$ cat src/itt_pkg.sv
// shared types and constants for the interrupt transfer tracker
`timescale 1ns / 1ps

package itt_pkg;

  // default size of the buffer pool
  localparam int BufferCountDefault = 16;

  // action codes carried in s_tuser
  localparam logic [1:0] ACT_ARM     = 2'd0;
  localparam logic [1:0] ACT_DELIVER = 2'd1;
  localparam logic [1:0] ACT_TAKE    = 2'd2;

  // code given to entries retired without their own event
  localparam logic [7:0] CODE_SUCCESS = 8'd1;

  // outstanding queue entry
  typedef struct packed {
    logic [15:0] gen;
    logic [16:0] len;
    logic [3:0]  buf_id;
    logic [63:0] addr;
  } pend_word_t;

  // completion queue entry
  typedef struct packed {
    logic [7:0]  code;
    logic [15:0] gen;
    logic [16:0] res;
    logic [16:0] req;
    logic [3:0]  buf_id;
    logic [63:0] addr;
  } comp_word_t;

  // free-buffer scan handshake
  typedef struct packed {
    logic start;
  } scan_ctl_t;

endpackage

$ cat src/itt_free_scan.sv
// walks the free map one buffer a cycle to find the lowest free buffer
`timescale 1ns / 1ps

module itt_free_scan #(
  parameter int BUFFER_COUNT = itt_pkg::BufferCountDefault
) (
  input  logic                         clk,
  input  logic                         rst,
  input  itt_pkg::scan_ctl_t           ctl,
  input  logic [BUFFER_COUNT-1:0]      free_map,
  output logic                         done,
  output logic [$clog2(BUFFER_COUNT+1)-1:0] first
);

  localparam int IW = (BUFFER_COUNT > 1) ? $clog2(BUFFER_COUNT) : 1;
  localparam int CW = $clog2(BUFFER_COUNT + 1);

  logic          busy;
  logic [CW-1:0] pos;

  always_ff @(posedge clk) begin
    if (rst) begin
      busy <= 1'b0;
      done <= 1'b0;
      pos  <= '0;
    end else begin
      done <= 1'b0;
      if (ctl.start) begin
        busy <= 1'b1;
        pos  <= '0;
      end else if (busy) begin
        if (free_map[pos[IW-1:0]]) begin
          busy  <= 1'b0;
          done  <= 1'b1;
          first <= pos;
        end else if (pos == CW'(BUFFER_COUNT - 1)) begin
          busy  <= 1'b0;
          done  <= 1'b1;
          first <= CW'(BUFFER_COUNT);
        end else begin
          pos <= pos + 1'b1;
        end
      end
    end
  end

endmodule

$ cat config.mk
export PLATFORM = sky130hd
export DESIGN_NAME = itt_free_scan
export DESIGN_NICKNAME = d
export VERILOG_FILES = /design/src/itt_pkg.sv /design/src/itt_free_scan.sv
export SDC_FILE = /design/constraint.sdc
export NUM_CORES = 1
export LEC_CHECK = 0
export ABC_AREA = 1
export BUFFER_PORTS_ARGS = -buffer_cell sky130_fd_sc_hd__buf_4
export CAP_MARGIN = 25
export CORE_UTILIZATION = 44
export DETAILED_ROUTE_END_ITERATION = 16
export PLACE_DENSITY = 0.71
export SYNTH_ARGS = -nofsm -noshare
export SYNTH_HDL_FRONTEND = slang
export SYNTH_SLANG_ARGS = --single-unit
$ cat constraint.sdc
create_clock -name clk -period 3.4 [get_ports clk]
set_input_delay 0 -clock clk [delete_from_list [all_inputs] [get_ports clk]]
set_output_delay 0 -clock clk [all_outputs]
set_load 0.005 [all_outputs]
# Word level (Yosys, flattened, before mapping)

Cells that the tools add are included.

Register bits after elaboration: 12
Logic and storage cells: 27

$add $sub $neg: 1
Order comparisons: 1
Eq/ne operators: 1
Mux-type cells: 10
Bitwise logic cells: 5
Reduce and logical (&&, ||, !) cells: 5

Operators by type and width:

| kind                                                       | count |
|---|---|
| 2-to-1 mux 5 bit                                           | 2 |
| 2-to-1 mux 1 bit                                           | 7 |
| adder 5 x 1 -> 5 bit, second input constant                | 1 |
| == test 5 x 4 -> 1 bit, second input constant              | 1 |
| less-than comparator 4 x 5 -> 1 bit, second input constant | 1 |
| inverter 1 bit                                             | 5 |
| binary-select mux 1 bit (select 4 bit)                     | 1 |
| AND reduction 4 bit                                        | 1 |
| AND reduction 3 bit                                        | 1 |
| OR reduction 3 bit                                         | 1 |
| nonzero test 2 bit                                         | 1 |
| OR reduction 2 bit                                         | 1 |

# Logic depth before layout (Yosys ltp)

Depth in word-level cells: 5
Mapped depth: 11
Mapped depth without buffers: 11

# Worst setup path before layout

No wires, ideal clock.

Path kind: register to register
From: register pos[1]
To: register first[0], enable pin
Arrival: 1.257 ns
Data required time: 3.091 ns
Setup slack: 1.833 ns
Cell stages (with the launch flop): 9
Buffers on the path: 0
Clock period less this slack: 1.567 ns
Cells stage by stage: dfxtp_1 -> ha_1 -> nand2_1 -> nor2_1 -> ha_1 -> inv_1 -> nand3_1 -> nand3_1 -> inv_1

Word-level cells in the longest chain between the ends: 4
Elaborated cells between the ends (all ways): 5
Those cells by class: 1 x eq/ne; 2 x mux; 2 x reduce/logical

Ends and longest elaborated chain:

| what                                     | line                | text |
|---|---|---|
| from (decl)                              | itt_free_scan.sv:19 | `logic [CW-1:0] pos;` |
| from (signal assigned)                   | itt_free_scan.sv:41 | `pos <= pos + 1'b1;` |
| binary-select mux 1 bit (select 4 bit)   | itt_free_scan.sv:32 | `if (free_map[pos[IW-1:0]]) begin` |
| 2-to-1 mux 1 bit (implied by the code)   | itt_free_scan.sv:32 |  |
| nonzero test 2 bit (no source line) (*)  | -                   |  |
| AND reduction 4 bit (no source line) (*) | -                   |  |
| to (signal assigned)                     | itt_free_scan.sv:35 | `first <= pos;` |
| to (signal assigned)                     | itt_free_scan.sv:39 | `first <= CW'(BUFFER_COUNT);` |
| to (decl)                                | itt_free_scan.sv:12 | `output logic [$clog2(BUFFER_COUNT+1)-1:0] first` |

Mark *: on every way between the ends. The rest lies on a longest branch, timed or not. The select of a mux whose other input is x is not followed.
A chain may end at the register's enable or synchronous reset.

# Worst setup path after layout

From: register pos[0]
To: register busy

Word-level cells in the longest chain between the ends: 5
Elaborated cells between the ends (all ways): 7
Those cells by class: 1 x eq/ne; 6 x mux

Ends and longest elaborated chain:

| what                                                                                    | line                                     | text |
|---|---|---|
| binary-select mux 1 bit (select 4 bit) / == test 5 x 4 -> 1 bit (equally long branches) | itt_free_scan.sv:32, itt_free_scan.sv:36 |  |
| 2-to-1 mux 1 bit (on tied branches)                                                     | itt_free_scan.sv:32, itt_free_scan.sv:36 |  |
| 2-to-1 mux 1 bit (*)                                                                    | itt_free_scan.sv:32                      |  |
| 2-to-1 mux 1 bit (*)                                                                    | itt_free_scan.sv:31                      | `end else if (busy) begin` |
| 2-to-1 mux 1 bit (*)                                                                    | itt_free_scan.sv:28                      | `if (ctl.start) begin` |
| to (signal assigned)                                                                    | itt_free_scan.sv:29                      | `busy <= 1'b1;` |
| to (signal assigned)                                                                    | itt_free_scan.sv:33                      | `busy <= 1'b0;` |
| to (signal assigned)                                                                    | itt_free_scan.sv:37                      | `busy <= 1'b0;` |
| to (decl)                                                                               | itt_free_scan.sv:18                      | `logic busy;` |

Marks and branches as above.

==> flow_summary_export.csv <==
group,metric,value,unit
critical_path,critPathArrivalTime,2.45,ns
min_path,hold_class,"primary input to flip-flop",
synth,synth-seq-cells,12,
sta,slew_viol_final,0,
grt,grt_pass1_vias,682,
synth,synthTopCellsByArea,"edfxtp_1, dfxtp_1, nand2_1, inv_1, nor2_1",
grt,grt_use_total,18.07,%
sta,finalWorstSetupSlack,1.113,ns
critical_path,end_kind,"flip-flop",
floorplanning,die_area,0.001908,sq mm
critical_path,path_max_fanout,13,
grt,grt_start_max_net_pins,14,
power_and_ir_drop,p_total,304.1,uW
routing,vias,746,
placement,gp_congestion,0.8518,
cts,cts_buffers,3,
critical_path,cp_top_family,"buffers and inverters",
power_and_ir_drop,p_leak,0.5523,nW
placement,placed_cell_area,953.4,sq um
floorplanning,num_io_pins,25,
grt,grt_pass1_wl,2.518,mm
sta,rsz0062_at_grt,"false",
cells_and_area,final_cell_mix,"nand2_1, buf_4, inv_1, nor2_1, nand3_1",
floorplanning,chipWidth,43.68,um
critical_path,critPathBufInv,3,
cts,htreeDepth,1,
cts,cts_setup_buffers,0,
synth,synth_largest_area_cell,"edfxtp_1",
critical_path,max_stage_delay,0.60,ns
placement,dpl.hpwl,1.136,mm
cells_and_area,antenna_cells,0,
floorplanning,initial_core_util,49.04,%
synth,synth_top_cell_area_share,19.64,%
cells_and_area,fin_area,999.7,sq um
routing,drt_iter0_drc,10,
cells_and_area,nets,160,
routing,avgViaCountPerCell,4.844,
routing,drtPass1Iterations,10,
placement,io_buffers,24,
flow_run,maxCapViolCount,0,
critical_path,slowest_stage,"dfxtp_1",
synth,synth.avg_cell_area,7.014,sq um
cts,cts_tree,"yes",
cts,cts_buffer_depth,2,
routing,ant_nets,0,
cts,cts_root_buffer,"clkbuf_4",
synth,synthDistinctLibCells,17,
cts,clk_pin_slew_worst_paths,0.08,ns
floorplanning,rows,14,
floorplanning,core_region_area,0.001559,sq mm
critical_path,worstPathCellList,"ha_1 > nand2_1 > nor2_1 > ha_1 > inv_1 > nand4_4 > clkinv_1 > nor2_1 > nor2_1 > dlygate4sd3_1",
cells_and_area,final_common_cell,"nand2_1",
cts,cts.sinks,12,
synth,syn_area,764.5,sq um
sta,slew_headroom,70.11,%
sta,period_share,67.27,%
power_and_ir_drop,power.density,304.1,mW/mm^2
synth,synth_cells,109,
synth,synth_nets,130,
outcome,violations,"design-rule violations",
sta,tns,0,ns
routing,routed_wl,1.446,mm
sta,worstMarginPinSlew,0.4478,ns
sta,fmax,437.2,MHz
routing,route.detailed.drc,1,
cts,worstSkewPairLatency,0.28,ns
routing,wl_per_cell,9.390,um
sta,finalHoldViolCount,0,
power_and_ir_drop,ir_drop,0.2782,mV
sta,min_period,2.287,ns
cells_and_area,drive_above_1_share,27.54,%
outcome,status,"finished with violations",
floorplanning,die_h,43.68,um
cts,cts_resized,0,
critical_path,cp-start-kind,"flip-flop",
synth,ys_seq_area_share,37.97,%
critical_path,critPathKind,"flip-flop to flip-flop",
critical_path,cpMostUsedCell,"nor2_1",
sta,finClkSkew,0.006962,ns
placement,dp_slack,1.487,ns
cts,post_cts_hold_buffer_count,2,
grt,antenna_found_initial,0,
synth,synth_warnings,0,
cells_and_area,syn2layout_area_growth,30.77,%
grt,grt-ovfl-total,0,
sta,finalSetupViolCount,0,
critical_path,cp_data_required_time,3.56,ns
## cell families (layout without fill, tap and decap cells)
kind of cell             after synthesis  after routing  share of synthesized area [%]
buffers and inverters                 25             54                          13.26
XOR/XNOR                               1              1                          1.146
flip-flops                            12             12                          37.97
adder cells (fa/ha/maj)                2              2                          3.273
AND/OR/NAND/NOR                       69             69                          44.35
## path summary, 6_finish.rpt
check        slack, ns                endpoint  depth (start not counted)                start
max               1.11         busy$_SDFF_PP0_                         10  pos[0]$_SDFFE_PN0P_
min               0.05     pos[3]$_SDFFE_PN0P_                          4                  ctl
max reg2reg       1.11         busy$_SDFF_PP0_                         10  pos[0]$_SDFFE_PN0P_
min reg2reg       0.53  first[4]$_SDFFCE_PN1P_                          2  pos[4]$_SDFFE_PN0P_
## routing by layer
layer | global-route usage, % | up-vias | wire [um]
met4 | 9.375 | 0 | 34
li1 | - | 388 | -
met2 | 32.24 | 19 | 725
met5 | 0 | - | 0
met3 | 5.000 | 4 | 76
met1 | 19.16 | 335 | 609
## cell usage after synthesis
| cell type | n |
|---|---|
| buf_6 | 1 |
| clkinv_1 | 1 |
| dfxtp_1 | 7 |
| edfxtp_1 | 5 |
| ha_1 | 2 |
| inv_1 | 20 |
| inv_2 | 3 |
| nand2_1 | 32 |
| nand2_2 | 1 |
| nand3_1 | 9 |
| nand3_2 | 5 |
| nand3_4 | 1 |
| nand4_1 | 1 |
| nand4_4 | 1 |
| nor2_1 | 18 |
| nor3_1 | 1 |
| xor2_1 | 1 |
## state kept, by name (all words and copies together), names as in the netlist
name	cells
done	1
busy	1
first	5
pos	5
## area by class of cell
cell class,count,area (sq um)
Sequential cell,12,290.3
Fill cell,145,559.3
Inverter,24,90.09
Tap cell,16,20.02
Timing Repair Buffer,26,200.2
Clock buffer,3,22.52
Multi-Input combinational cell,72,372.9
Clock inverter,1,3.754
## per-stage QoR
step / instances / hold WS [ns] / utilization, %
after floorplan: 109 / 0.07238 / -
after global placement: 148 / 0.1675 / 61.16
after detailed placement: 148 / 0.1708 / 61.16
after CTS: 154 / 0.04349 / 64.13
after global routing: 154 / 0.07822 / 64.13
final: 154 / 0.04602 / 64.13
## worst min-delay path, stage by stage
cell,delay [ns]
buf_4,0.08
nor2_1,0.09
nand2_1,0.08
nor2_1,0.03
## power by group
group	internal [mW]	total [mW]	switching (mW)	leakage, nW
clock	0.0426	0.0900	0.0475	0.0154
sequential	0.153	0.158	0.00483	0.103
combinational	0.0289	0.0559	0.0270	0.434
total	0.225	0.304	0.0792	0.552
Power figures use the tool's default switching activity.
