## src/itt_ram.sv

```systemverilog
// generic single-write, single-read ram with registered read data
`timescale 1ns / 1ps

module itt_ram #(
  parameter int WIDTH = 8,
  parameter int DEPTH = 16
) (
  input  logic                                   clk,
  input  logic                                   we,
  input  logic [((DEPTH > 1) ? $clog2(DEPTH) : 1)-1:0] waddr,
  input  logic [WIDTH-1:0]                       wdata,
  input  logic [((DEPTH > 1) ? $clog2(DEPTH) : 1)-1:0] raddr,
  output logic [WIDTH-1:0]                       rdata
);

  logic [WIDTH-1:0] mem [DEPTH];

  always_ff @(posedge clk) begin
    if (we) begin
      mem[waddr] <= wdata;
    end
    rdata <= mem[raddr];
  end

endmodule

```

## config.mk

```make
export PLATFORM = sky130hd
export DESIGN_NAME = itt_ram
export DESIGN_NICKNAME = d
export VERILOG_FILES = /design/src/itt_ram.sv
export SDC_FILE = /design/constraint.sdc
export NUM_CORES = 1
export LEC_CHECK = 0
export ABC_AREA = 1
export BUFFER_PORTS_ARGS = -buffer_cell sky130_fd_sc_hd__buf_2
export CORE_ASPECT_RATIO = 2
export CORE_MARGIN = 2
export CORE_UTILIZATION = 38
export CTS_BUF_LIST = sky130_fd_sc_hd__clkbuf_16
export CTS_CLUSTER_SIZE = 12
export DETAILED_ROUTE_END_ITERATION = 10
export GPL_TIMING_DRIVEN = 0
export PLACE_DENSITY = 0.68
export SYNTH_ARGS = -nofsm -noshare
export SYNTH_HDL_FRONTEND = slang
export SYNTH_SLANG_ARGS = --single-unit
```

## constraint.sdc

```tcl
create_clock -name clk -period 1.3 [get_ports clk]
set_input_delay 0.26 -clock clk [delete_from_list [all_inputs] [get_ports clk]]
set_output_delay 0.26 -clock clk [all_outputs]
set_load 0.1 [all_outputs]
```

=== Yosys cells after proc, flatten, opt, wreduce, memory -nomap -nowiden ===
Memory sizes are Yosys's and may differ from the RTL's. A register that Yosys moved wholly into a read port is not among the register bits.
Index checks and enable logic that the tools add are counted.

* Flip-flop bits (word level): 0
* Input bits: 18
* Bits in writable memories: 128
* Memories: 1
* Output and inout bits: 8

* Multiplexer cells: 2

{| class="wikitable"
|+ Memories
! memory !! depth !! bits a word !! read ports !! clocked after Yosys merged registers in !! write ports !! RTL line !! text
|-
| mem || 16 || 8 || 1 || 1 || 1 || 16 || <nowiki>logic [WIDTH-1:0] mem [DEPTH];</nowiki>
|}

{| class="wikitable"
|+ Operators with widths
! operator !! number
|-
| $mux 1 || 2
|}

=== Depth between registers and ports, before layout ===
Gate-level depths: netlist of the first run.

* Word-level depth: 2
* Depth in mapped cells: 8
* Mapped depth without buffers: 7

=== Least setup slack after synthesis of the first run ===
OpenSTA, ideal clock, no wires.

* Path type: input port to flip-flop
* Start point: in waddr[3] (netlist name)
* End point: mem mem[4][0] (enable)
* Setup time: 370 ps
* Stages: 2
* Slack: 89 ps
* Arrival: 841 ps
* Path through: nand3b_1 -> nor2_1

{| class="wikitable"
|+ RTL lines
! what !! RTL line !! text
|-
| start, declared || 10 || <nowiki>input logic [((DEPTH > 1) ? $clog2(DEPTH) : 1)-1:0] waddr,</nowiki>
|-
| end, declared || 16 ||
|}

Straight into the memory's write port.

=== Worst setup path in the final report of the first run ===
* Start point: reg rdata[0] (read register of mem)
* End point: out rdata[0]

{| class="wikitable"
|+ RTL lines
! what !! RTL line !! text
|-
| start, declared || 13 || <nowiki>output logic [WIDTH-1:0] rdata</nowiki>
|}

No word-level cell between the ends.

==> results of run 1 <==
[sequential cells by signal (all words and copies together) (netlist names)]
signal,count
rdata,8
mem,128
[what timing repair did]
action / CTS / global route
setup endpoints to repair: 8 / 30
resized for setup: 8 / 10
pin swaps: 0 / 0
[where the power goes]
part           switching, W  internal, W
Clock               0.00182      0.00321
Sequential        0.0000288      0.00490
Combinational      0.000664     0.000219
[synthesized netlist by cell type (all sizes together)]
cell / count
inv: 102
dfxtp: 8
edfxtp: 128
buf: 24
nor2: 17
nand3b: 2
nand2: 173
nand3: 97
[cell families after synthesis]
| kind of cell | synth area share |
|---|---|
| simple gates | 0.2105 |
| flops | 0.6943 |
| buf+inv | 0.09525 |
[area by class of cell]
| type | count | area (um^2) |
|---|---|---|
| multi-input cells | 289 | 1224 |
| fillers | 1390 | 8018 |
| clock buffers | 17 | 425.4 |
| inverters | 102 | 382.9 |
| flip-flops and latches | 136 | 4004 |
| repair buffers | 22 | 152.6 |
| clock inverters | 15 | 202.7 |
| plain buffers | 24 | 166.4 |
| well taps | 195 | 244.0 |
[layer usage]
metal,vias to the layer above,global-route usage,wire length (um)
met5,-,0,0
met4,0,0.1547,1039
met3,59,0.03380,670
met2,163,0.3478,7764
met1,1837,0.1601,4700
li1,1861,-,-
[path summary, 6_finish.rpt]
| kind | slack [ns] | endpoint | depth (start not counted) | from |
|---|---|---|---|---|
| setup / recovery | 0.03 | rdata[0] | 1 | rdata[0] |
| hold / removal | 0.25 | mem[8][2] | 1 | wdata[2] |
| hold reg to reg | 0.69 | rdata[1] | 6 | mem[12][1] |
| setup reg to reg | 0.23 | rdata[3] | 6 | mem[5][3] |
[through the flow]
step | setup TNS (ns) | hold WS [ns]
6_report | 0 | 0.2484
5_1_grt | 0 | 0.2441
4_1_cts | 0 | 0.2333
3_5_place_dp | -41.03 | 0.6795
3_3_place_gp | -36.25 | 0.6568
2_1_floorplan | 0 | 0.3589
==> results.ini, run 1 <==
[global_routing]
grt_pass1_vias=3880
grt_first_pass_wirelength_um=21110
grt.total_usage=0.1828
grt_start_max_net_pins=17
grt_remaining_overflow=0
grt_antenna_before_repair=0

[final_layout]
area_growth_syn_to_layout_pct=17.94
final_cell_mix=sky130_fd_sc_hd__nand2_1, sky130_fd_sc_hd__edfxtp_1, sky130_fd_sc_hd__inv_1
nets_final=610
fin_util=0.4590
post-route-cell-area_um2=6802
commonest_non_fill_non_tap_cell_in_the_layout=sky130_fd_sc_hd__nand2_1
num_antenna_cells=0
finalNonFillerCells=800
layout-drive-gt1-share=0.1355

[detailed_routing]
drt-total-wl_um=14170
post_route_ant_nets=0
vias_per_cell=4.900
routedWlPerCell_um=17.72
dr_total_vias=3920
drt-initial-drc-count=275
drcViolationCount=0
dr.pass1.iters=5

[cts]
hold_buffers=0
tritoncts=yes
clkLatencyLatePin_ns=0.42
ctsLongestPathBuffers=2
root_buffer=sky130_fd_sc_hd__clkbuf_16
cts_made_buffers=17
clk_transition_reported_paths_ns=0.06
cts.htree.levels=4
cts_sinks=136
cts_setup_buffers=0

[power]
p_leak_nw=2.921
vdd.ir_drop.worst_uv=795.4
power_density_nw_per_um2=1595
power.total_w=0.01085

[worst_hold_path]
hold_class=in2reg

[logic_synthesis]
synth-warning-count=0
post_synth_instance_area_um2=5767
synthDominantCellAreaShare=0.6665
synth.lib_cells_used.distinct=12
synth_top_area_cell=sky130_fd_sc_hd__edfxtp_1
synth_sequential_area_ratio=0.6943
yosys-top-cells-area=sky130_fd_sc_hd__edfxtp_1, sky130_fd_sc_hd__nand2_1, sky130_fd_sc_hd__nand3_1
postSynthNetCount=569
syn_inst=551
synth_seq_cells=136
postSynthAreaPerCell_um2=10.47

[setup_path]
timing.critical_path.cells=buf_4
cp.required_ns=1.04
critPathSlowestCell=sky130_fd_sc_hd__dfxtp_1
worst-path-buf-inv=1
setup.worst_path.start_class=register
setup.worst_path.class=reg2out
cp_data_arrival_time_ns=1.01
path_delay_family=flip-flops
critical_path.max_fanout=1
worst_setup_path_end_kind=primary output
slowest_delay_ns=0.30

[placement]
place.port_buffers=22
dp_cells=768
pre_cts_slack_ns=-0.4203
placed_area_um2=6121
gp_congestion=0.9886
dpl.hpwl_um=10200

[timing]
clock-skew-final_ns=0.008638
final_hold_viols=0
timing.final.crit_period_ns=1.266
grt_setup_unrepaired=false
fmax_ghz=0.7901
post_route_setup_slack_ns=0.03436
maxSlewHeadroom=0.4613
finalSetupViolCount=0
fin_crit_sh=0.9736
worst_slew_pin_slew_ns=0.8051
drv_slew=0

[die]
core.rowCount=63
floorplan.io_pins=26
floorplan.die.width_um=91.11
fp.coreArea_um2=14820
die-height_um=178.2
initial_utilization=0.3891
die_area_um2=16240

[status]
status=finished clean

[run]
max_cap_viols=0

No activity file was read; power rests on OpenSTA's default activity.
==> run 2, diff against run 1 <==
==> constraint.sdc (replaced) <==
create_clock -name clk -period 1.3 [get_ports clk]
set_input_delay 0 -clock clk [delete_from_list [all_inputs] [get_ports clk]]
set_output_delay 0 -clock clk [all_outputs]
set_load 0.1 [all_outputs]
==> results.ini, run 2 (synthesis results as in run 1) <==
[timing]
fmax_ghz=0.8706
worst_hold_slack_ns=0.01540
finalSetupViolCount=0
fin_crit_sh=0.8835
final_hold_viols=0
timing.final.crit_period_ns=1.149
worst_slew_pin_slew_ns=0.9296
clock-skew-final_ns=0.008391
maxSlewHeadroom=0.3780
drv_slew=0
grt_setup_unrepaired=false

[final_layout]
finalNonFillerCells=803
max_flop_register=mem
layout-drive-gt1-share=0.1283
nets_final=613
reg.largest.list=mem: 128 flops, rdata: 8 flops
num_antenna_cells=0
final_cell_mix=sky130_fd_sc_hd__nand2_1, sky130_fd_sc_hd__edfxtp_1, sky130_fd_sc_hd__inv_1
nFillCells=1394
commonest_non_fill_non_tap_cell_in_the_layout=sky130_fd_sc_hd__nand2_1
area_growth_syn_to_layout_pct=17.55
final-seq-area_um2=4004
largest_reg_flops=128
area_of_the_multi_input_gates_um2=1214

[placement]
dpl.hpwl_um=10200
dp_cells=768
place.port_buffers=22
gp_congestion=0.9886

[run]
max_cap_viols=0

[die]
core.rowCount=63
die-height_um=178.2
floorplan.io_pins=26
floorplan.die.width_um=91.11
die_area_um2=16240
fp.coreArea_um2=14820
initial_utilization=0.3891

[power]
p_sw_w=0.002505
p_comb_frac=0.079
power_density_nw_per_um2=1595
vdd.ir_drop.worst_uv=794.3
internal_power_w=0.008308
power.total_w=0.01081
power.share.clock=0.465
swShare=0.2317
p_leak_nw=2.921
sequentialPowerShare=0.456

[detailed_routing]
routedWlPerCell_um=17.68
dr_total_vias=3977
vias_per_cell=4.953
dr.pass1.iters=5
drcViolationCount=0
drt-total-wl_um=14200
post_route_ant_nets=0
drt-initial-drc-count=328

[cts]
post_cts_resize_count=0
clkLatencyLatePin_ns=0.42
clk_transition_reported_paths_ns=0.06
root_buffer=sky130_fd_sc_hd__clkbuf_16
cts_sinks=136
cts_setup_buffers=0
ctsLongestPathBuffers=2
hold_buffers=3
cts.htree.levels=4
tritoncts=yes
cts_made_buffers=17

[global_routing]
grt_first_pass_wirelength_um=21180
grt_pass1_vias=3898
grt.total_usage=0.1832
grt_antenna_before_repair=0
grt_start_max_net_pins=17
grt_remaining_overflow=0

[setup_path]
timing.reg2reg.worst_path_depth=6
timing.critical_path.cells=buf_2
path_delay_family=buffers and inverters
worst-path-buf-inv=1
worst_setup_path_end_kind=primary output
ff2ff_setup_slack_ns=0.24
r2r_endpoint=rdata[5]
cp_data_arrival_time_ns=1.15
critPathSlowestCell=sky130_fd_sc_hd__buf_2
slowest_delay_ns=0.41
cp.required_ns=1.30
setup.worst_path.start_class=register
r2r-start=mem[5][5]
critical_path.max_fanout=1
setup.worst_path.class=reg2out

[worst_hold_path]
holdPathStages=1
hold_class=in2reg
worstHoldStart=wdata[5]
worstHoldEndpoint=mem[4][5]

[status]
status=finished clean

run 2: changes by cell type in the layout (fill, tap and decap cells not counted), sizes merged:
| cell | change |
|---|---|
| dlygate4sd3 | +3 |
run 2: power by group through the flow:
stage	registers [W]	clock network [W]	logic (W)
global route	0.00493	0.00525	0.000909
CTS	0.00493	0.00504	0.000853
finish	0.00493	0.00503	0.000858
detailed placement	0.00502	0	0.000843
global placement	0.00502	0	0.000829
floorplan	0.00522	0	0.000346
run 2: worst max path at each step:
stage	start	endpoint	slack [ns]	depth (start not counted)
finish	rdata[7]	rdata[7]	0.15	1
global route	rdata[3]	rdata[3]	0.12	1
CTS	rdata[7]	rdata[7]	0.13	1
detailed placement	we	mem[12][6]	-0.16	3
global placement	we	mem[12][5]	-0.12	3
floorplan	waddr[2]	mem[10][0]	0.35	2
run 2: through the flow:
step | util | setup WS [ns] | TNS [ns] | instance area (um^2)
CTS | 0.4574 | 0.1334 | 0 | 6779
global placement | 0.4130 | -0.1183 | -4.388 | 6121
global route | 0.4574 | 0.1159 | 0 | 6779
finish | 0.4574 | 0.1514 | 0 | 6779
floorplan | - | 0.3492 | 0 | 5767
detailed placement | 0.4130 | -0.1603 | -7.586 | 6121
run 2: final cells by class:
| class | count | share of cell area |
|---|---|---|
| sequential | 136 | 0.5906 |
| multi-input combinational | 289 | 0.1790 |
| clock buffer | 17 | 0.06275 |
| inverter | 102 | 0.05648 |
| tap | 195 | 0.03599 |
| clock inverter | 15 | 0.02990 |
| buffer | 24 | 0.02455 |
| timing repair buffer | 25 | 0.02067 |
run 2: layer usage:
metal | vias up | track usage | routed length [um]
met3 | 54 | 0.03380 | 641
met1 | 1878 | 0.1609 | 4728
met2 | 178 | 0.3485 | 7822
li1 | 1867 | - | -
met4 | 0 | 0.1547 | 1004
met5 | - | 0 | 0
